--- config.mk ---
export PLATFORM = sky130hd
export DESIGN_NAME = block_buffer_cache_controller
export DESIGN_NICKNAME = d
export VERILOG_FILES = /design/src/hw/rtl/bbcc_pkg.sv /design/src/hw/rtl/bbcc_scan.sv /design/src/hw/rtl/block_buffer_cache_controller.sv
export VERILOG_INCLUDE_DIRS = /design/src /design/src/hw/rtl
export SDC_FILE = /design/constraint.sdc
export NUM_CORES = 2
export LEC_CHECK = 0
export BUFFER_PORTS_ARGS = -buffer_cell sky130_fd_sc_hd__buf_2
export CAP_MARGIN = 40
export CORE_MARGIN = 5
export CORE_UTILIZATION = 44
export DETAILED_ROUTE_END_ITERATION = 10
export GPL_ROUTABILITY_DRIVEN = 1
export HOLD_SLACK_MARGIN = 0.03
export SLEW_MARGIN = 0
export SYNTH_ARGS = -nofsm -noshare
export SYNTH_HDL_FRONTEND = slang
export SYNTH_SLANG_ARGS = --single-unit
--- constraint.sdc ---
create_clock -name clock -period 6.29 [get_ports clock]
set_input_delay 0.629 -clock clock [delete_from_list [all_inputs] [get_ports clock]]
set_output_delay 0.629 -clock clock [all_outputs]
set_load 0.005 [all_outputs]
--- src/hw/rtl/assert_macros.svh ---
// Assertion macros used by the controller top level.
`ifndef ASSERT_MACROS_SVH
`define ASSERT_MACROS_SVH
// Concurrent check on clock, muted while reset is high.
`define ASSERT_RST(label, prop, msg) \
   label: assert property (@(posedge clock) disable iff (reset) prop) else $error(msg);
// Concurrent check on clock, active during reset too.
`define ASSERT_ALWAYS(label, prop, msg) \
   label: assert property (@(posedge clock) prop) else $error(msg);
`endif

--- src/hw/rtl/bbcc_pkg.sv ---
// Types, constants and codes shared by the buffer cache controller modules.
`default_nettype none
package bbcc_pkg;
   localparam int NUM_BUFFERS = 16;
   localparam int IDX_W = $clog2(NUM_BUFFERS);
   localparam int CNT_W = $clog2(NUM_BUFFERS + 1);
   localparam int MAX_DIRTY_PCT = 127;
   localparam int PROD_W = $clog2(MAX_DIRTY_PCT * NUM_BUFFERS + 1);
   // x / 100 == (x * 5243) >> 19 for every x below 43000
   localparam int RECIP_100 = 5243;
   localparam int RECIP_SHIFT = 19;
   localparam int RECIP_W = 13;
   localparam int THRESH_W = PROD_W + RECIP_W - RECIP_SHIFT;
   localparam logic [30:0] MAX31 = 31'h7FFF_FFFF;

   localparam logic [2:0] CSR_DIRTY_PCT = 3'd0;
   localparam logic [2:0] CSR_IN_USE = 3'd1;
   localparam logic [2:0] CSR_FLUSH_DLY = 3'd2;
   localparam logic [2:0] CSR_SYNC_PER = 3'd3;
   localparam logic [2:0] CSR_SYNC_LIM = 3'd4;

   typedef enum logic [1:0] {
      M_ACQUIRE = 2'd0,
      M_MARK    = 2'd1,
      M_RELEASE = 2'd2,
      M_NONE    = 2'd3
   } mode_type;

   typedef enum logic [2:0] {
      K_ACQ_DONE = 3'd0,
      K_WRITEBACK = 3'd1,
      K_FILL = 3'd2,
      K_REL_DONE = 3'd3,
      K_NO_BUFFER = 3'd4
   } kind_type;

   typedef enum logic [1:0] {
      ES_FREE  = 2'd0,
      ES_CLEAN = 2'd1,
      ES_DIRTY = 2'd2
   } est_type;

   typedef enum logic [3:0] {
      ST_IDLE, ST_ACQ_SCAN, ST_ACQ_DEC, ST_ACQ_HIT, ST_ACQ_WB, ST_ACQ_FILL,
      ST_ACQ_DONE, ST_MARK, ST_REL_UPD, ST_REL_CHK, ST_FL_SCAN, ST_FL_WB,
      ST_REL_DONE
   } state_type;

   typedef struct packed {
      est_type           est;
      logic [IDX_W-1:0]  rank;
      logic              ref_zero;
      logic              match;
   } entry_view_type;

   typedef struct packed {
      logic              hit;
      logic [IDX_W-1:0]  hit_idx;
      logic              free_found;
      logic              free_refz;
      logic [IDX_W-1:0]  free_idx;
      logic [IDX_W-1:0]  free_rank;
      logic              clean_found;
      logic              clean_refz;
      logic [IDX_W-1:0]  clean_idx;
      logic [IDX_W-1:0]  clean_rank;
      logic              dirty_found;
      logic [IDX_W-1:0]  dirty_idx;
      logic [IDX_W-1:0]  dirty_rank;
   } scan_res_type;
endpackage
`default_nettype wire

--- src/hw/rtl/bbcc_scan.sv ---
// Entry scanner: walks entries one per cycle, finds tag hit and oldest per state.
`default_nettype none
module bbcc_scan (
   input  wire logic                        clock,
   input  wire logic                        reset,
   input  wire logic                        start,
   input  wire logic [bbcc_pkg::CNT_W-1:0]  lim,
   output logic [bbcc_pkg::IDX_W-1:0]       addr,
   input  wire bbcc_pkg::entry_view_type    ent,
   output logic                             busy,
   output logic                             done,
   output bbcc_pkg::scan_res_type           res
);
   import bbcc_pkg::*;

   logic busy_ff, busy_in, done_ff, done_in;
   logic [IDX_W-1:0] ptr_ff, ptr_in;
   logic [CNT_W-1:0] lim_ff, lim_in;
   scan_res_type res_ff, res_in;

   always_comb begin
      busy_in = busy_ff;
      done_in = 1'b0;
      ptr_in = ptr_ff;
      lim_in = lim_ff;
      res_in = res_ff;
      if (start) begin
         busy_in = 1'b1;
         ptr_in = '0;
         lim_in = lim;
         res_in = '0;
      end else if (busy_ff) begin
         if (ent.match && !res_ff.hit) begin
            res_in.hit = 1'b1;
            res_in.hit_idx = ptr_ff;
         end
         unique case (ent.est)
            ES_FREE: begin
               if (!res_ff.free_found || ent.rank < res_ff.free_rank) begin
                  res_in.free_found = 1'b1;
                  res_in.free_refz = ent.ref_zero;
                  res_in.free_idx = ptr_ff;
                  res_in.free_rank = ent.rank;
               end
            end
            ES_CLEAN: begin
               if (!res_ff.clean_found || ent.rank < res_ff.clean_rank) begin
                  res_in.clean_found = 1'b1;
                  res_in.clean_refz = ent.ref_zero;
                  res_in.clean_idx = ptr_ff;
                  res_in.clean_rank = ent.rank;
               end
            end
            ES_DIRTY: begin
               if (!res_ff.dirty_found || ent.rank < res_ff.dirty_rank) begin
                  res_in.dirty_found = 1'b1;
                  res_in.dirty_idx = ptr_ff;
                  res_in.dirty_rank = ent.rank;
               end
            end
            default: ;
         endcase
         if ({1'b0, ptr_ff} == lim_ff - CNT_W'(1)) begin
            busy_in = 1'b0;
            done_in = 1'b1;
         end else begin
            ptr_in = ptr_ff + IDX_W'(1);
         end
      end
   end

   always_ff @(posedge clock) begin
      if (reset) begin
         busy_ff <= 1'b0;
         done_ff <= 1'b0;
      end else begin
         busy_ff <= busy_in;
         done_ff <= done_in;
      end
      ptr_ff <= ptr_in;
      lim_ff <= lim_in;
      res_ff <= res_in;
   end

   assign addr = ptr_ff;
   assign busy = busy_ff;
   assign done = done_ff;
   assign res = res_ff;
endmodule
`default_nettype wire

--- src/hw/rtl/block_buffer_cache_controller.sv ---
// Buffer cache controller top level: entry tables, sequencer and result register.
//
// req_ carries one request beat: acquire by device/block tag, mark an entry
// dirty, or release an entry. rsp_ returns result beats; tuser holds the kind
// and tlast marks the final beat of a request. csr_ writes the five registers
// (dirty percent, buffers in use, flush delay, sync period, sync limit).
// One request is in work at a time; req_tready is high only when idle.
// Tag lookup and victim choice share one scanner that walks one entry per
// cycle. An acquire scans the first lim entries (lim = buffers in service);
// a flush scans all NUM_BUFFERS entries once per writeback and once more
// to close. A stall by the receiver holds the sequencer and lengthens
// the request.
// Results go through a one-beat output register; when the receiver stalls,
// the sequencer holds until the register frees up, losing nothing.
// Synchronous reset empties all entries (free, no tag, recency by index),
// clears counters and loads the register defaults.
`default_nettype none
module block_buffer_cache_controller (
   input  wire logic         clock,
   input  wire logic         reset,
   input  wire logic         req_tvalid,
   output logic              req_tready,
   // mode[1:0], device_id[33:2], block_number[65:34], buffer_index[69:66], now[100:70]
   input  wire logic [103:0] req_tdata,
   output logic              rsp_tvalid,
   input  wire logic         rsp_tready,
   // result_index[3:0], hit[4], out_device[36:5], out_block[68:37]
   output logic [71:0]       rsp_tdata,
   // kind[2:0]
   output logic [2:0]        rsp_tuser,
   output logic              rsp_tlast,
   input  wire logic         csr_we,
   input  wire logic [2:0]   csr_index,
   input  wire logic [7:0]   csr_wdata
);
   import bbcc_pkg::*;
   `include "assert_macros.svh"

   // configuration
   logic [6:0] dirty_pct_ff;
   logic [4:0] in_use_ff;
   logic [7:0] flush_dly_ff, sync_per_ff;
   logic [4:0] sync_lim_ff;
   logic [PROD_W-1:0] prod_ff;
   logic [PROD_W+RECIP_W-1:0] thresh_prod;
   logic [THRESH_W-1:0] thresh_ff;
   logic [CNT_W-1:0] lim;

   // entry tables
   logic [31:0] tag_dev_ff [NUM_BUFFERS], tag_dev_in [NUM_BUFFERS];
   logic [31:0] tag_blk_ff [NUM_BUFFERS], tag_blk_in [NUM_BUFFERS];
   est_type est_ff [NUM_BUFFERS], est_in [NUM_BUFFERS];
   logic valid_ff [NUM_BUFFERS], valid_in [NUM_BUFFERS];
   logic [7:0] ref_ff [NUM_BUFFERS], ref_in [NUM_BUFFERS];
   logic [30:0] dl_ff [NUM_BUFFERS], dl_in [NUM_BUFFERS];
   logic [IDX_W-1:0] rank_ff [NUM_BUFFERS], rank_in [NUM_BUFFERS];
   logic [CNT_W-1:0] dc_ff, dc_in;
   logic [30:0] sync_tick_ff, sync_tick_in;

   // sequencer
   state_type state_ff, state_in;
   logic [31:0] dev_ff, dev_in, blk_ff, blk_in;
   logic [IDX_W-1:0] idx_ff, idx_in, cur_ff, cur_in;
   logic [30:0] now_ff, now_in;
   logic cand_ff, cand_in;
   logic [5:0] fl_cnt_ff, fl_cnt_in;
   logic touch_en;

   // result register
   logic rsp_valid_ff, rsp_valid_in, rsp_last_ff, rsp_last_in, rsp_hit_ff, rsp_hit_in;
   kind_type rsp_kind_ff, rsp_kind_in;
   logic [IDX_W-1:0] rsp_idx_ff, rsp_idx_in;
   logic [31:0] rsp_dev_ff, rsp_dev_in, rsp_blk_ff, rsp_blk_in;
   logic can_emit;

   // scanner
   logic scan_start, scan_busy, scan_done;
   logic [CNT_W-1:0] scan_lim;
   logic [IDX_W-1:0] scan_addr, rd_addr;
   entry_view_type ent;
   scan_res_type res;

   logic [31:0] nd_sum;
   logic [30:0] nd;
   logic [7:0] ref_new;
   logic late;

   assign lim = (in_use_ff == '0) ? CNT_W'(1) :
                (in_use_ff > CNT_W'(NUM_BUFFERS)) ? CNT_W'(NUM_BUFFERS) : in_use_ff;

   assign rd_addr = scan_busy ? scan_addr : cur_ff;
   assign ent.est = est_ff[rd_addr];
   assign ent.rank = rank_ff[rd_addr];
   assign ent.ref_zero = (ref_ff[rd_addr] == '0);
   assign ent.match = valid_ff[rd_addr] && tag_dev_ff[rd_addr] == dev_ff
                      && tag_blk_ff[rd_addr] == blk_ff;

   assign scan_lim = (state_ff == ST_IDLE) ? lim : CNT_W'(NUM_BUFFERS);

   bbcc_scan u_scan (
      .clock (clock),
      .reset (reset),
      .start (scan_start),
      .lim   (scan_lim),
      .addr  (scan_addr),
      .ent   (ent),
      .busy  (scan_busy),
      .done  (scan_done),
      .res   (res)
   );

   assign can_emit = !rsp_valid_ff || rsp_tready;
   assign req_tready = (state_ff == ST_IDLE);
   assign nd_sum = {1'b0, now_ff} + {24'd0, flush_dly_ff};
   assign nd = nd_sum[31] ? MAX31 : nd_sum[30:0];
   assign ref_new = (ref_ff[cur_ff] != '0) ? ref_ff[cur_ff] - 8'd1 : ref_ff[cur_ff];
   assign late = {1'b0, now_ff} > ({1'b0, sync_tick_ff} + {24'd0, sync_per_ff});
   assign thresh_prod = {{RECIP_W{1'b0}}, prod_ff}
                        * {{PROD_W{1'b0}}, RECIP_W'(RECIP_100)};

   always_comb begin
      state_in = state_ff;
      dev_in = dev_ff;
      blk_in = blk_ff;
      idx_in = idx_ff;
      now_in = now_ff;
      cur_in = cur_ff;
      cand_in = cand_ff;
      fl_cnt_in = fl_cnt_ff;
      tag_dev_in = tag_dev_ff;
      tag_blk_in = tag_blk_ff;
      est_in = est_ff;
      valid_in = valid_ff;
      ref_in = ref_ff;
      dl_in = dl_ff;
      dc_in = dc_ff;
      sync_tick_in = sync_tick_ff;
      touch_en = 1'b0;
      scan_start = 1'b0;
      rsp_valid_in = rsp_valid_ff && !rsp_tready;
      rsp_kind_in = rsp_kind_ff;
      rsp_idx_in = rsp_idx_ff;
      rsp_hit_in = 1'b0;
      rsp_dev_in = rsp_dev_ff;
      rsp_blk_in = rsp_blk_ff;
      rsp_last_in = rsp_last_ff;
      if (can_emit) begin
         rsp_hit_in = 1'b0;
      end else begin
         rsp_hit_in = rsp_hit_ff;
      end

      unique case (state_ff)
         ST_IDLE: begin
            if (req_tvalid) begin
               dev_in = req_tdata[33:2];
               blk_in = req_tdata[65:34];
               idx_in = req_tdata[69:66];
               now_in = req_tdata[100:70];
               cur_in = req_tdata[69:66];
               unique case (mode_type'(req_tdata[1:0]))
                  M_ACQUIRE: begin
                     scan_start = 1'b1;
                     state_in = ST_ACQ_SCAN;
                  end
                  M_MARK: state_in = ST_MARK;
                  M_RELEASE: state_in = ST_REL_UPD;
                  default: state_in = ST_IDLE;
               endcase
            end
         end
         ST_ACQ_SCAN: begin
            if (scan_done) state_in = ST_ACQ_DEC;
         end
         ST_ACQ_DEC: begin
            priority if (res.hit) begin
               cur_in = res.hit_idx;
               state_in = ST_ACQ_HIT;
            end else if (res.free_found && res.free_refz) begin
               cur_in = res.free_idx;
               state_in = ST_ACQ_FILL;
            end else if (res.clean_found && res.clean_refz) begin
               cur_in = res.clean_idx;
               state_in = ST_ACQ_FILL;
            end else if (res.dirty_found) begin
               cur_in = res.dirty_idx;
               state_in = ST_ACQ_WB;
            end else begin
               if (can_emit) begin
                  rsp_valid_in = 1'b1;
                  rsp_kind_in = K_NO_BUFFER;
                  rsp_idx_in = '0;
                  rsp_dev_in = dev_ff;
                  rsp_blk_in = blk_ff;
                  rsp_last_in = 1'b1;
                  state_in = ST_IDLE;
               end
            end
         end
         ST_ACQ_HIT: begin
            if (can_emit) begin
               touch_en = 1'b1;
               if (ref_ff[cur_ff] != 8'hFF) ref_in[cur_ff] = ref_ff[cur_ff] + 8'd1;
               rsp_valid_in = 1'b1;
               rsp_kind_in = K_ACQ_DONE;
               rsp_idx_in = cur_ff;
               rsp_hit_in = 1'b1;
               rsp_dev_in = dev_ff;
               rsp_blk_in = blk_ff;
               rsp_last_in = 1'b1;
               state_in = ST_IDLE;
            end
         end
         ST_ACQ_WB: begin
            if (can_emit) begin
               rsp_valid_in = 1'b1;
               rsp_kind_in = K_WRITEBACK;
               rsp_idx_in = cur_ff;
               rsp_dev_in = tag_dev_ff[cur_ff];
               rsp_blk_in = tag_blk_ff[cur_ff];
               rsp_last_in = 1'b0;
               if (dc_ff != '0) dc_in = dc_ff - CNT_W'(1);
               state_in = ST_ACQ_FILL;
            end
         end
         ST_ACQ_FILL: begin
            if (can_emit) begin
               tag_dev_in[cur_ff] = dev_ff;
               tag_blk_in[cur_ff] = blk_ff;
               est_in[cur_ff] = ES_CLEAN;
               valid_in[cur_ff] = 1'b1;
               ref_in[cur_ff] = 8'd1;
               dl_in[cur_ff] = '0;
               touch_en = 1'b1;
               rsp_valid_in = 1'b1;
               rsp_kind_in = K_FILL;
               rsp_idx_in = cur_ff;
               rsp_dev_in = dev_ff;
               rsp_blk_in = blk_ff;
               rsp_last_in = 1'b0;
               state_in = ST_ACQ_DONE;
            end
         end
         ST_ACQ_DONE: begin
            if (can_emit) begin
               rsp_valid_in = 1'b1;
               rsp_kind_in = K_ACQ_DONE;
               rsp_idx_in = cur_ff;
               rsp_dev_in = dev_ff;
               rsp_blk_in = blk_ff;
               rsp_last_in = 1'b1;
               state_in = ST_IDLE;
            end
         end
         ST_MARK: begin
            if ({1'b0, cur_ff} < lim && est_ff[cur_ff] != ES_FREE) begin
               if (est_ff[cur_ff] != ES_DIRTY) dc_in = dc_ff + CNT_W'(1);
               est_in[cur_ff] = ES_DIRTY;
               touch_en = 1'b1;
            end
            state_in = ST_IDLE;
         end
         ST_REL_UPD: begin
            cand_in = 1'b0;
            if ({1'b0, cur_ff} < lim) begin
               touch_en = 1'b1;
               if (est_ff[cur_ff] == ES_DIRTY) begin
                  if (nd > dl_ff[cur_ff]) dl_in[cur_ff] = nd;
               end else begin
                  dl_in[cur_ff] = '0;
               end
               ref_in[cur_ff] = ref_new;
               cand_in = (est_ff[cur_ff] == ES_DIRTY) && (ref_new == '0);
            end
            state_in = ST_REL_CHK;
         end
         ST_REL_CHK: begin
            if (cand_ff && ({{(THRESH_W - CNT_W){1'b0}}, dc_ff} > thresh_ff
                            || (late && dc_ff != '0))) begin
               scan_start = 1'b1;
               fl_cnt_in = '0;
               state_in = ST_FL_SCAN;
            end else begin
               state_in = ST_REL_DONE;
            end
         end
         ST_FL_SCAN: begin
            if (scan_done) begin
               if (res.dirty_found && fl_cnt_ff <= {1'b0, sync_lim_ff}) begin
                  cur_in = res.dirty_idx;
                  state_in = ST_FL_WB;
               end else begin
                  sync_tick_in = now_ff;
                  cur_in = idx_ff;
                  state_in = ST_REL_DONE;
               end
            end
         end
         ST_FL_WB: begin
            if (can_emit) begin
               rsp_valid_in = 1'b1;
               rsp_kind_in = K_WRITEBACK;
               rsp_idx_in = cur_ff;
               rsp_dev_in = tag_dev_ff[cur_ff];
               rsp_blk_in = tag_blk_ff[cur_ff];
               rsp_last_in = 1'b0;
               est_in[cur_ff] = ES_CLEAN;
               dl_in[cur_ff] = '0;
               touch_en = 1'b1;
               if (dc_ff != '0) dc_in = dc_ff - CNT_W'(1);
               fl_cnt_in = fl_cnt_ff + 6'd1;
               scan_start = 1'b1;
               state_in = ST_FL_SCAN;
            end
         end
         ST_REL_DONE: begin
            if (can_emit) begin
               rsp_valid_in = 1'b1;
               rsp_kind_in = K_REL_DONE;
               rsp_idx_in = cur_ff;
               rsp_dev_in = tag_dev_ff[cur_ff];
               rsp_blk_in = tag_blk_ff[cur_ff];
               rsp_last_in = 1'b1;
               state_in = ST_IDLE;
            end
         end
         default: state_in = ST_IDLE;
      endcase

      // make cur the newest, close the gap it leaves
      if (touch_en) begin
         for (int i = 0; i < NUM_BUFFERS; i++) begin
            if (rank_ff[i] > rank_ff[cur_ff]) rank_in[i] = rank_ff[i] - IDX_W'(1);
            else rank_in[i] = rank_ff[i];
         end
         rank_in[cur_ff] = IDX_W'(NUM_BUFFERS - 1);
      end else begin
         rank_in = rank_ff;
      end
   end

   always_ff @(posedge clock) begin
      if (reset) begin
         state_ff <= ST_IDLE;
         rsp_valid_ff <= 1'b0;
         dc_ff <= '0;
         sync_tick_ff <= '0;
         dirty_pct_ff <= 7'd20;
         in_use_ff <= 5'd16;
         flush_dly_ff <= 8'd5;
         sync_per_ff <= 8'd20;
         sync_lim_ff <= 5'd20;
         for (int i = 0; i < NUM_BUFFERS; i++) begin
            tag_dev_ff[i] <= '0;
            tag_blk_ff[i] <= '0;
            est_ff[i] <= ES_FREE;
            valid_ff[i] <= 1'b0;
            ref_ff[i] <= '0;
            dl_ff[i] <= '0;
            rank_ff[i] <= IDX_W'(i);
         end
      end else begin
         state_ff <= state_in;
         rsp_valid_ff <= rsp_valid_in;
         dc_ff <= dc_in;
         sync_tick_ff <= sync_tick_in;
         tag_dev_ff <= tag_dev_in;
         tag_blk_ff <= tag_blk_in;
         est_ff <= est_in;
         valid_ff <= valid_in;
         ref_ff <= ref_in;
         dl_ff <= dl_in;
         rank_ff <= rank_in;
         if (csr_we) begin
            case (csr_index)
               CSR_DIRTY_PCT: dirty_pct_ff <= csr_wdata[6:0];
               CSR_IN_USE: in_use_ff <= csr_wdata[4:0];
               CSR_FLUSH_DLY: flush_dly_ff <= csr_wdata;
               CSR_SYNC_PER: sync_per_ff <= csr_wdata;
               CSR_SYNC_LIM: sync_lim_ff <= csr_wdata[4:0];
               default: ;
            endcase
         end
      end
      dev_ff <= dev_in;
      blk_ff <= blk_in;
      idx_ff <= idx_in;
      now_ff <= now_in;
      cur_ff <= cur_in;
      cand_ff <= cand_in;
      fl_cnt_ff <= fl_cnt_in;
      rsp_kind_ff <= rsp_kind_in;
      rsp_idx_ff <= rsp_idx_in;
      rsp_hit_ff <= rsp_hit_in;
      rsp_dev_ff <= rsp_dev_in;
      rsp_blk_ff <= rsp_blk_in;
      rsp_last_ff <= rsp_last_in;
      // threshold = dirty_percent * lim / 100, two registered steps
      prod_ff <= PROD_W'(dirty_pct_ff) * PROD_W'(lim);
      thresh_ff <= thresh_prod[RECIP_SHIFT +: THRESH_W];
   end

   assign rsp_tvalid = rsp_valid_ff;
   assign rsp_tdata = {3'd0, rsp_blk_ff, rsp_dev_ff, rsp_hit_ff, rsp_idx_ff};
   assign rsp_tuser = rsp_kind_ff;
   assign rsp_tlast = rsp_last_ff;

   `ASSERT_RST(a_ready_scan_idle, req_tready |-> !scan_busy, "accepting while scanner runs")
   `ASSERT_RST(a_dirty_bound, dc_ff <= CNT_W'(NUM_BUFFERS), "dirty count above entry count")
   `ASSERT_RST(a_scan_done_state,
      scan_done |-> (state_ff == ST_ACQ_SCAN || state_ff == ST_FL_SCAN),
      "scan finished outside a scan state")
endmodule
`default_nettype wire

==> results.toml <==
[run_status]
status = "completed"

[placement]
place_congestion = 0.936
io_buffers = 191
dp_hpwl_um = 193000

[sta]
setup_viol = 0
final_max_slew_viol_count = 0
fin_skew_ps = 48.1
period_share_pct = 86.4
worstMarginPinSlew_ps = 1160
hold_viol = 0
final.min_clock_period_ps = 5440
rsz0062_at_grt = "false"
fmax_mhz = 184
maxSlewHeadroom_pct = 23.0
fin_tns_setup_ps = 0

[route]
vias_per_cell = 6.21
dr.pass1.iters = 6
postRouteAntennaNets = 0
num_vias = 73400
routed_wl_um = 314000
drt_iter0_markers = 9707
wl_per_cell_um = 26.5
drc = 0

[floorplanning]
start_util_pct = 44.2
die_y_um = 447
rows = 160
die_w_um = 447
ioPinCount = 198
core-area_um2 = 190000
fp.dieArea_um2 = 200000

[logic_synthesis]
synth_area_leaders = "dfxtp_1 33%, mux4_2 14%, nand2_1 11%"
ys_ff_latch = 1574
synth.top_cell.area_share_pct = 33.0
syn-instance-count = 9252
synthTopCellsByCount = "2520 x nand2_1, 1386 x dfxtp_1, 1282 x a21oi_1, 579 x clkbuf_1, 522 x mux4_2"
synth-seq-area-share_pct = 39.7
yosysMostFrequentCell = "nand2_1"
synth_edf_count = 188
ys.flop_type = "dfxtp_1"
postSynthAreaPerCell_um2 = 9.09
synth_warnings = 0
synth_top_area_cell = "dfxtp_1"
syn_area_um2 = 84100
synth_cell_type_count = 87
async_reset_ff_share_pct = 0

[worst_setup_path]
critPathArrivalTime_ps = 6140
worstPathCellList = "ha_1, a21o_1, a21oi_1, o21ai_0, a211o_1, a41oi_1, nor2b_1, nand3_1, nor3_1, nand3_1, xor2_1, ha_1, and4_1, nand2b_1, nor3_1, and3_1, o31ai_1, a311oi_1, nor2_1, nand2_1, buf_4, nor2_1"
path_max_fanout = 23
path_buf_inv = 1
crit_path_max_incr_delay_ps = 560
path_class = "reg -> reg"
slowest_stage = "nor3_1"
critPathCaptureType = "register"
cp_top_family = "simple AND/OR/NAND/NOR gates"
cp.required_ps = 6990
start_kind = "register"

[global_route]
antenna_found_initial = 10
grt_max_degree = 182
grt_pass1_wl_um = 459000
track_usage_pct = 30.3
grt_pass1_vias = 70400
overflow = 0

[clock_tree]
clk_latency_ps = 850
numCtsBuffers = 175
cts_tree = "done"
clock-sinks = 1574
clockRootBuffer = "clkbuf_16"
clk_pin_slew_worst_paths_ps = 60
clock_path_buffers = 3
h-tree-depth = 4

[layout]
layout.nets = 9577
utilization_pct = 49.8
drive_above_1_share_pct = 14.7
area_growth_pct = 12.7

[pwr]
power.density_nw_per_um2 = 374
vdd_drop_max_uv = 438
power.leakage_uw = 0.0341

[run]
drv_cap = 0

[min_path]
hold_path_class = "in -> reg"
power by group:
group	switching [µW]	internal (µW)	total, µW
Clock	4480	6450	10900
Combinational	8360	4320	12700
Sequential	919	10900	11800
per-stage QoR:
stage,hold slack (ps),total power [µW],instance area (µm²),cells,setup WS (ps)
after floorplan,435,19700,84100,9254,771
after global placement,445,24100,87100,11400,805
after detailed placement,455,24300,87600,11400,841
after CTS,32.8,35300,94800,11800,805
after global routing,50.5,36600,94800,11800,465
final,81.7,35400,94800,11800,853
repair_timing:
action | 4_1_cts | 5_1_grt
hold buffers | 99 | 0
endpoints found under the hold margin | 100 | 0
setup buffers | 0 | 0
resized for setup | 0 | 0
final cells by class:
cell class | count | area [µm²]
Tap cell | 2511 | 3140
Clock inverter | 64 | 738
Fill cell | 17300 | 95400
Sequential cell | 1574 | 33400
Inverter | 185 | 694
Timing Repair Buffer | 516 | 4440
Multi-Input combinational cell | 6702 | 47000
Antenna cell | 6 | 15.0
Clock buffer | 267 | 5410
final timing paths:
check | from | to | slack (ps) | depth (start not counted)
setup / recovery | sync_per_ff[1] | u_scan.res[9] | 850 | 22
hold / removal | req_tdata[20] | dev_ff[18] | 80 | 1
setup reg to reg | sync_per_ff[1] | u_scan.res[9] | 850 | 22
hold reg to reg | tag_blk_ff[170] | tag_blk_ff[170] | 460 | 2
logic make-up after synthesis:
kind of cell	after synthesis	synth area share, %
and+or+nand+nor	3543	17.2
AOI/OAI and AO/OA	1751	11.6
DFF	1574	39.7
muxes	978	20.2
buffers and inverters	978	4.94
adders and majority gates	303	5.01
xor gates and xnor gates	124	1.29
other	1	0.00446
state kept, by name (all words and copies together) (netlist names), 6 cells and up, named ones only:
register / cells
tag_blk_ff: 512
tag_dev_ff: 512
ref_ff: 128
rank_ff: 64
u_scan.res: 34
blk_ff: 32
dev_ff: 32
rsp_blk_ff: 32
rsp_dev_ff: 32
now_ff: 31
sync_tick_ff: 31
valid_ff: 16
prod_ff: 11
sync_per_ff: 8
dirty_pct_ff: 7
fl_cnt_ff: 6
per-layer routing:
metal / vias to the layer above / GRT usage [%] / routed length [µm]
met3: 901 / 7.22 / 35200
met5: - / 0.488 / 141
met2: 4510 / 46.6 / 138000
met4: 4 / 15.7 / 18700
met1: 35700 / 39.8 / 122000
li1: 32300 / - / -
cell usage in the layout, fill, tap and decap left out, types with 17 or more instances in the layout:
cell type and instances:
dfxtp_1 1386, nand4_1 39, nor2_1 435, clkinv_2 32, xor2_1 55, buf_2 192, clkbuf_8 43, nor4_1 53
a311oi_1 50, clkbuf_16 187, buf_4 165, mux2i_1 343, and3_1 38, o21ai_0 124, o22ai_1 37, nor3_1 68
nor2b_1 42, nand3_1 190, fa_1 56, a31oi_1 25, nand3b_1 20, a211oi_1 25, inv_1 183, xnor2_1 69
ha_1 247, nand2b_1 41, dlygate4sd3_1 99, nor2_4 17, mux4_2 522, buf_12 45, and2_1 31, nand2_1 2504
a21o_1 30, mux4_1 32, a21oi_1 1281, mux2_2 69, clkbuf_1 37, a22oi_1 24, edfxtp_1 188
worst register-to-register path: stages (launching register included):
cell      delay [ps]
dfxtp_1          340
ha_1             280
a21o_1           110
a21oi_1           90
o21ai_0          230
a211o_1          200
a41oi_1          140
nor2b_1          260
nand3_1          280
nor3_1           560
nand3_1          180
xor2_1           170
ha_1             300
and4_1           220
nand2b_1          60
nor3_1           280
and3_1           250
o31ai_1          100
a311oi_1         330
nor2_1           110
nand2_1          380
buf_4            370
nor2_1           100
No activity file was read; power rests on OpenSTA's default activity.
